==> src/hdl/dsa_pkg.sv <==
`default_nettype none

package dsa_pkg;

    typedef struct packed {
        logic               action;
        logic signed [31:0] value_a;
        logic signed [7:0]  scale_a;
        logic signed [31:0] value_b;
        logic signed [7:0]  scale_b;
    } dsa_in_t;

    typedef struct packed {
        logic               ok;
        logic signed [31:0] result_value;
        logic signed [7:0]  result_scale;
    } dsa_out_t;

    // actions carried in the action field
    localparam logic ACT_RESCALE = 1'b0;
    localparam logic ACT_ADD     = 1'b1;

    // command to the shared decimal step unit
    typedef struct packed {
        logic               mul;
        logic signed [31:0] value;
    } dsa_step_cmd_t;

    typedef struct packed {
        logic               over;
        logic signed [31:0] value;
    } dsa_step_rsp_t;

    // a mantissa at or beyond this magnitude is treated as unable to take another times ten
    localparam logic signed [31:0] DEC_BOUND_HI = 32'sd214748364;
    localparam logic signed [31:0] DEC_BOUND_LO = -32'sd214748364;

    // floor(m / 10) == (m * RECIP10) >> RECIP10_SHIFT for any unsigned 32-bit m
    localparam logic [31:0] RECIP10       = 32'hCCCC_CCCD;
    localparam int unsigned RECIP10_SHIFT = 35;

    typedef enum logic [3:0] {
        ST_IDLE   = 4'b0001,
        ST_STEP_A = 4'b0010,
        ST_STEP_B = 4'b0100,
        ST_SUM    = 4'b1000
    } dsa_state_t;

endpackage

`default_nettype wire

==> src/hdl/dsa_if.sv <==
`default_nettype none

interface dsa_in_if;
    logic             valid;
    logic             ready;
    dsa_pkg::dsa_in_t data;

    modport source (output valid, output data, input ready);
    modport sink   (input valid, input data, output ready);
endinterface

interface dsa_out_if;
    logic              valid;
    logic              ready;
    dsa_pkg::dsa_out_t data;

    modport source (output valid, output data, input ready);
    modport sink   (input valid, input data, output ready);
endinterface

`default_nettype wire

==> src/hdl/dsa_step_unit.sv <==
`default_nettype none

module dsa_step_unit (
    input  dsa_pkg::dsa_step_cmd_t cmd,
    output dsa_pkg::dsa_step_rsp_t rsp
);
    import dsa_pkg::*;

    logic [31:0]        mag;
    logic [63:0]        prod;
    logic [28:0]        quot;
    logic signed [31:0] times_ten;
    logic signed [31:0] div_ten;

    always_comb
    begin
        // times ten as two shifts and an add
        times_ten = (cmd.value <<< 3) + (cmd.value <<< 1);

        // magnitude of the most negative value still fits unsigned
        mag  = cmd.value[31] ? (32'd0 - cmd.value) : cmd.value;
        prod = {32'd0, mag} * {32'd0, RECIP10};
        quot = prod[63:RECIP10_SHIFT];
        div_ten = cmd.value[31] ? (32'sd0 - $signed({3'b000, quot}))
                                : $signed({3'b000, quot});

        rsp.over  = cmd.mul && (cmd.value >= DEC_BOUND_HI || cmd.value <= DEC_BOUND_LO);
        rsp.value = cmd.mul ? times_ten : div_ten;
    end

endmodule

`default_nettype wire

==> src/hdl/decimal_scaled_add_unit.sv <==
`default_nettype none

// channel  dir  payload                                   transaction when
// req      in   action, value_a, scale_a, value_b, scale_b  valid && ready
// rsp      out  ok, result_value, result_scale             valid && ready
//
// one transaction at a time: after accept, n_a steps on operand a, then n_b steps on operand b, then the sum, where
// n_a and n_b are the times-ten or divide-by-ten steps each operand takes
// (at most 10 each, fewer once the mantissa is zero or overflows)
// the steps run one per cycle through a single shared decimal step unit
// reset clears the sequencer and the result valid, payload registers are not reset
// a result waiting on rsp does not block the next accept, it stalls only the final sum

module decimal_scaled_add_unit (
    input  wire          clk,
    input  wire          rst_n,
    dsa_in_if.sink       req,
    dsa_out_if.source    rsp
);
    import dsa_pkg::*;

    dsa_state_t         state_reg, state_next;
    logic signed [31:0] va_reg, va_next;
    logic signed [31:0] vb_reg, vb_next;
    logic [7:0]         cnt_a_reg, cnt_a_next;
    logic [7:0]         cnt_b_reg, cnt_b_next;
    logic               mul_a_reg, mul_a_next;
    logic signed [7:0]  rs_reg, rs_next;
    logic               fail_reg, fail_next;
    logic               out_valid_reg, out_valid_next;
    dsa_out_t           out_reg, out_next;

    dsa_step_cmd_t      step_cmd;
    dsa_step_rsp_t      step_rsp;

    logic signed [7:0]  tgt;
    logic signed [8:0]  diff_a;
    logic signed [8:0]  diff_b;
    logic signed [32:0] sum;
    logic               sum_ovf;
    logic               out_free;

    dsa_step_unit u_step (
        .cmd (step_cmd),
        .rsp (step_rsp)
    );

    assign req.ready = (state_reg == ST_IDLE);
    assign rsp.valid = out_valid_reg;
    assign rsp.data  = out_reg;

    always_comb
    begin
        // target scale and step counts for an incoming transaction
        tgt = (req.data.action == ACT_ADD && req.data.scale_a < req.data.scale_b)
              ? req.data.scale_a : req.data.scale_b;
        diff_a = 9'(req.data.scale_a) - 9'(tgt);
        diff_b = (req.data.action == ACT_ADD) ? (9'(req.data.scale_b) - 9'(tgt)) : 9'sd0;

        // operand b only ever moves down, so only a carries a direction
        step_cmd.mul   = (state_reg == ST_STEP_A) ? mul_a_reg : 1'b1;
        step_cmd.value = (state_reg == ST_STEP_A) ? va_reg : vb_reg;

        sum      = 33'(va_reg) + 33'(vb_reg);
        sum_ovf  = sum[32] != sum[31];
        out_free = !out_valid_reg || rsp.ready;

        state_next     = state_reg;
        va_next        = va_reg;
        vb_next        = vb_reg;
        cnt_a_next     = cnt_a_reg;
        cnt_b_next     = cnt_b_reg;
        mul_a_next     = mul_a_reg;
        rs_next        = rs_reg;
        fail_next      = fail_reg;
        out_valid_next = out_valid_reg && !rsp.ready;
        out_next       = out_reg;

        case (state_reg)
            ST_IDLE:
            begin
                if (req.valid)
                begin
                    va_next    = req.data.value_a;
                    vb_next    = (req.data.action == ACT_ADD) ? req.data.value_b : 32'sd0;
                    rs_next    = tgt;
                    mul_a_next = !diff_a[8];
                    cnt_a_next = diff_a[8] ? 8'(-diff_a) : diff_a[7:0];
                    cnt_b_next = diff_b[7:0];
                    fail_next  = 1'b0;
                    state_next = ST_STEP_A;
                end
            end
            ST_STEP_A:
            begin
                if (cnt_a_reg == 8'd0 || va_reg == 32'sd0)
                    state_next = ST_STEP_B;
                else if (step_rsp.over)
                begin
                    fail_next  = 1'b1;
                    state_next = ST_SUM;
                end
                else
                begin
                    va_next    = step_rsp.value;
                    cnt_a_next = cnt_a_reg - 8'd1;
                end
            end
            ST_STEP_B:
            begin
                if (cnt_b_reg == 8'd0 || vb_reg == 32'sd0)
                    state_next = ST_SUM;
                else if (step_rsp.over)
                begin
                    fail_next  = 1'b1;
                    state_next = ST_SUM;
                end
                else
                begin
                    vb_next    = step_rsp.value;
                    cnt_b_next = cnt_b_reg - 8'd1;
                end
            end
            ST_SUM:
            begin
                if (out_free)
                begin
                    out_valid_next = 1'b1;
                    out_next.ok    = !fail_reg && !sum_ovf;
                    out_next.result_value = (!fail_reg && !sum_ovf) ? sum[31:0] : 32'sd0;
                    out_next.result_scale = (!fail_reg && !sum_ovf) ? rs_reg : 8'sd0;
                    state_next     = ST_IDLE;
                end
            end
            default:
            begin
                state_next = ST_IDLE;
            end
        endcase
    end

    always_ff @(posedge clk or negedge rst_n)
    begin
        if (!rst_n)
        begin
            state_reg     <= ST_IDLE;
            out_valid_reg <= 1'b0;
        end
        else
        begin
            state_reg     <= state_next;
            out_valid_reg <= out_valid_next;
        end
    end

    always_ff @(posedge clk)
    begin
        va_reg    <= va_next;
        vb_reg    <= vb_next;
        cnt_a_reg <= cnt_a_next;
        cnt_b_reg <= cnt_b_next;
        mul_a_reg <= mul_a_next;
        rs_reg    <= rs_next;
        fail_reg  <= fail_next;
        out_reg   <= out_next;
    end

endmodule

`default_nettype wire

==> src/flat_wrapper.sv <==
// flat-port wrapper written by rule: the top's interface ports become plain ports
module decimal_scaled_add_unit_flat import dsa_pkg::*;
  (clk, rst_n, req_valid, req_data, req_ready, rsp_valid, rsp_data, rsp_ready);
  dsa_in_if req_i ();
  dsa_out_if rsp_i ();
  input  wire clk;
  input  wire rst_n;
  input wire logic [$bits(req_i.valid)-1:0] req_valid;
  input wire logic [$bits(req_i.data)-1:0] req_data;
  output wire logic [$bits(req_i.ready)-1:0] req_ready;
  output wire logic [$bits(rsp_i.valid)-1:0] rsp_valid;
  output wire logic [$bits(rsp_i.data)-1:0] rsp_data;
  input wire logic [$bits(rsp_i.ready)-1:0] rsp_ready;
  assign req_i.valid = req_valid;
  assign req_i.data = req_data;
  assign req_ready = req_i.ready;
  assign rsp_valid = rsp_i.valid;
  assign rsp_data = rsp_i.data;
  assign rsp_i.ready = rsp_ready;
  decimal_scaled_add_unit u_core (.clk(clk), .rst_n(rst_n), .req(req_i), .rsp(rsp_i));
endmodule
==> config.mk <==
export PLATFORM = sky130hd
export DESIGN_NAME = decimal_scaled_add_unit_flat
export DESIGN_NICKNAME = d
export VERILOG_FILES = /design/src/hdl/dsa_pkg.sv /design/src/hdl/dsa_if.sv /design/src/hdl/dsa_step_unit.sv /design/src/hdl/decimal_scaled_add_unit.sv /design/src/flat_wrapper.sv
export SDC_FILE = /design/constraint.sdc
export NUM_CORES = 2
export LEC_CHECK = 0
export BUFFER_PORTS_ARGS = -buffer_cell sky130_fd_sc_hd__buf_2
export CELL_PAD_IN_SITES_DETAIL_PLACEMENT = 1
export CELL_PAD_IN_SITES_GLOBAL_PLACEMENT = 1
export CORE_UTILIZATION = 50
export DETAILED_ROUTE_END_ITERATION = 8
export GPL_TIMING_DRIVEN = 0
export PLACE_DENSITY = 0.8
export SYNTH_ARGS = -nofsm -noshare
export SYNTH_HDL_FRONTEND = slang
export SYNTH_SLANG_ARGS = --single-unit
export TNS_END_PERCENT = 1
==> constraint.sdc <==
create_clock -name clk -period 16.6 [get_ports clk]
set_input_delay 0.83 -clock clk [delete_from_list [all_inputs] [get_ports clk]]
set_output_delay 0.83 -clock clk [all_outputs]
set_load 0.05 [all_outputs]
==> results.md <==
- Global-route wire length before repair: 168 mm
- Clk buf depth: 2
- DRC: 0
- Post-route ant nets: 0
- Die Wd: 246 um
- Synthesized Nets: 4127
- Root Buffer: clkbuf_16
- Initial antenna violation count: 0
- Max-cap viol count: 0
- Proportion of synthesized flip-flops having asynchronous set or reset: 3.68%
- Commonest non-fill, non-tap cells in the layout: inv_1 (640), ha_1 (425), fa_1 (405)
- Setup ws final: 1.56 ns
- Critical Path End Type: register
- Core ar.: 0.0589 mm2
- Port Buffers: 126
- Slew @ Worst Pin: 1.43 ns
- Post-synth EDFFs: 131
- Post-detail-place hpwl: 98.9 mm
- Yosys warns: 0
- CTS Buf Count: 17
- Syn-to-layout area delta: 7.99%
- Tmin final: 15.04 ns
- Data arrival, critical path: 15.19 ns
- Layout Nets: 4279
- Layout cells sized above 1: 6.61%
- Most common cell on crit path: fa_1
- # setup viols final: 0
- Ratio of final minimum period to clock period: 90.6%
- CTS tree: done
- DR vias: 25347
- Worst slew margin: 4.28%
- Prevailing post-synth register cell: edfxtp_1
- Max frequency: 66.5 MHz
- Global Route Usage Sum: 37.8%
- Max Fanout on Critical Path: 10
- Critical path buffers and inverters: 9
- CP max stage cell: xnor2_1
- # clock sinks: 136
- Rows: 89
- Pin count of the biggest net entering global routing: 34
- Pre-antenna DRT Iters: 6
- Mapped cell area: 0.0298 mm2
- Cells after Synth: 3212
- Worst min path class: input pin to asynchronous set/reset pin
- Vias in the first global route: 27070
- Yosys cell types: 100
- 1st-iter DRT viols: 2386
- Data required time at the worst endpoint: 16.75 ns
- DRT Wirelength: 112 mm
- Syn Area/Cell: 9.28 um2
- Worst-Skew Late Latency: 0.44 ns
- Status: completed
- Overflow after GRT: 0
- CP Class: register to register
- Avg WL per Cell: 27.1 um
- Initial Util: 50.6%
- Post-cts sizing count: 0
- Number of synthesized register bits: 136
- Hold-fix buffer count after cts: 0
- Startpoint Class: register
- Commonest non-fill, non-tap cell in the layout: inv_1
- Setup Buffers After CTS: 0
- CP max stage delay: 1.04 ns
- Final clock skew: 0.0131 ns
- H-tree Lvls: 4
- Place WS: 1.78 ns
- RSZ-0062 raised after global routing: no
- Setup TNS: 0 ns
- Ports: 128
- Seq/Total Area, Yosys: 13.6%
- Slew Viols, Final: 0
- Largest register FFs: 41
- GPL Wtd Cong: 0.989
- Drt via density: 6.11
- Diodes inserted: 0
- Clk slew on worst S/H paths: 0.07 ns
- DIE AREA: 0.0606 mm2
- Final Hold Viols: 0
- Die Y: 246 um
- Top Family by Delay on Critical Path: adder cells
==> kinds of logic after synthesis <==
kind of cell	count (synthesis)	share of synthesized area (%)
AOI/OAI and AO/OA	624	13.7
xor gates and xnor gates	187	5.50
adders and majority gates	831	45.1
buffers and inverters	702	8.96
DFF	136	13.6
muxes	47	1.68
and+or+nand+nor	685	11.5
==> cells in the mapped netlist (10+ instances only) <==
cell type	number	area [um2]
inv_1	640	2400
ha_1	425	5320
fa_1	405	8110
nand2_1	199	747
a21oi_1	172	861
nor2_1	166	623
edfxtp_1	131	3930
o21ai_0	126	631
xnor2_1	120	1050
a21o_1	80	601
xor2_1	67	587
nand3_1	55	275
clkbuf_1	49	184
mux2i_1	38	380
nor3_1	36	180
nand4_1	35	219
and2_1	33	206
nor4_1	31	194
a31oi_1	30	188
nand2b_1	22	138
nor2b_1	22	138
o21a_1	21	158
a211oi_1	20	150
o211ai_1	20	150
and3_1	18	113
or3_1	16	100
o31ai_1	15	113
o22ai_1	11	68.8
a22o_1	10	87.6
o21bai_1	10	75.1
==> layout make-up <==
| type | instances | area (um2) |
|---|---|---|
| sequential | 136 | 4060 |
| fill | 6820 | 26700 |
| tap | 773 | 967 |
| inverter | 642 | 2410 |
| timing repair buffer | 133 | 763 |
| buffer | 60 | 259 |
| clock buffer | 18 | 429 |
| multi-input combinational | 2374 | 23100 |
| clock inverter | 13 | 171 |
==> final timing paths <==
check | to | slack [ns] | startpoint | cells past startpoint
max | u_core.va_reg[31] | 1.56 | u_core.state_reg[0] | 41
min | u_core.rsp.valid | 0.21 | rst_n | 1
max reg2reg | u_core.va_reg[31] | 1.56 | u_core.state_reg[0] | 41
min reg2reg | u_core.rsp.data[6] | 0.54 | u_core.rs_reg[6] | 1
max in group asynchronous | u_core.state_reg[0] | 16.16 | rst_n | 1
min in group clk | u_core.rsp.data[6] | 0.54 | u_core.rs_reg[6] | 1
==> layer usage <==
metal	global-route usage (%)	vias up	part of all wire [%]	routed length (um)
met5	0	-	0	0
met1	53.0	13049	43	48800
met3	5.70	166	7.3	8230
met2	60.5	993	46	52000
li1	-	11139	-	-
met4	10.5	0	3.0	3410
==> stage by stage <==
stage,utilization (%),hold WS [ns],cells,cell area (um2)
after global routing,54.6,0.208,4149,32200
after floorplan,-,0.497,3212,29800
after global placement,53.3,0.514,4111,31400
final,54.6,0.211,4149,32200
after CTS,54.6,0.206,4149,32200
after detailed placement,53.6,0.518,4118,31600
Power is not shown: default switching activity piles up to over one toggle a cycle in this logic, so the estimate is an artifact.
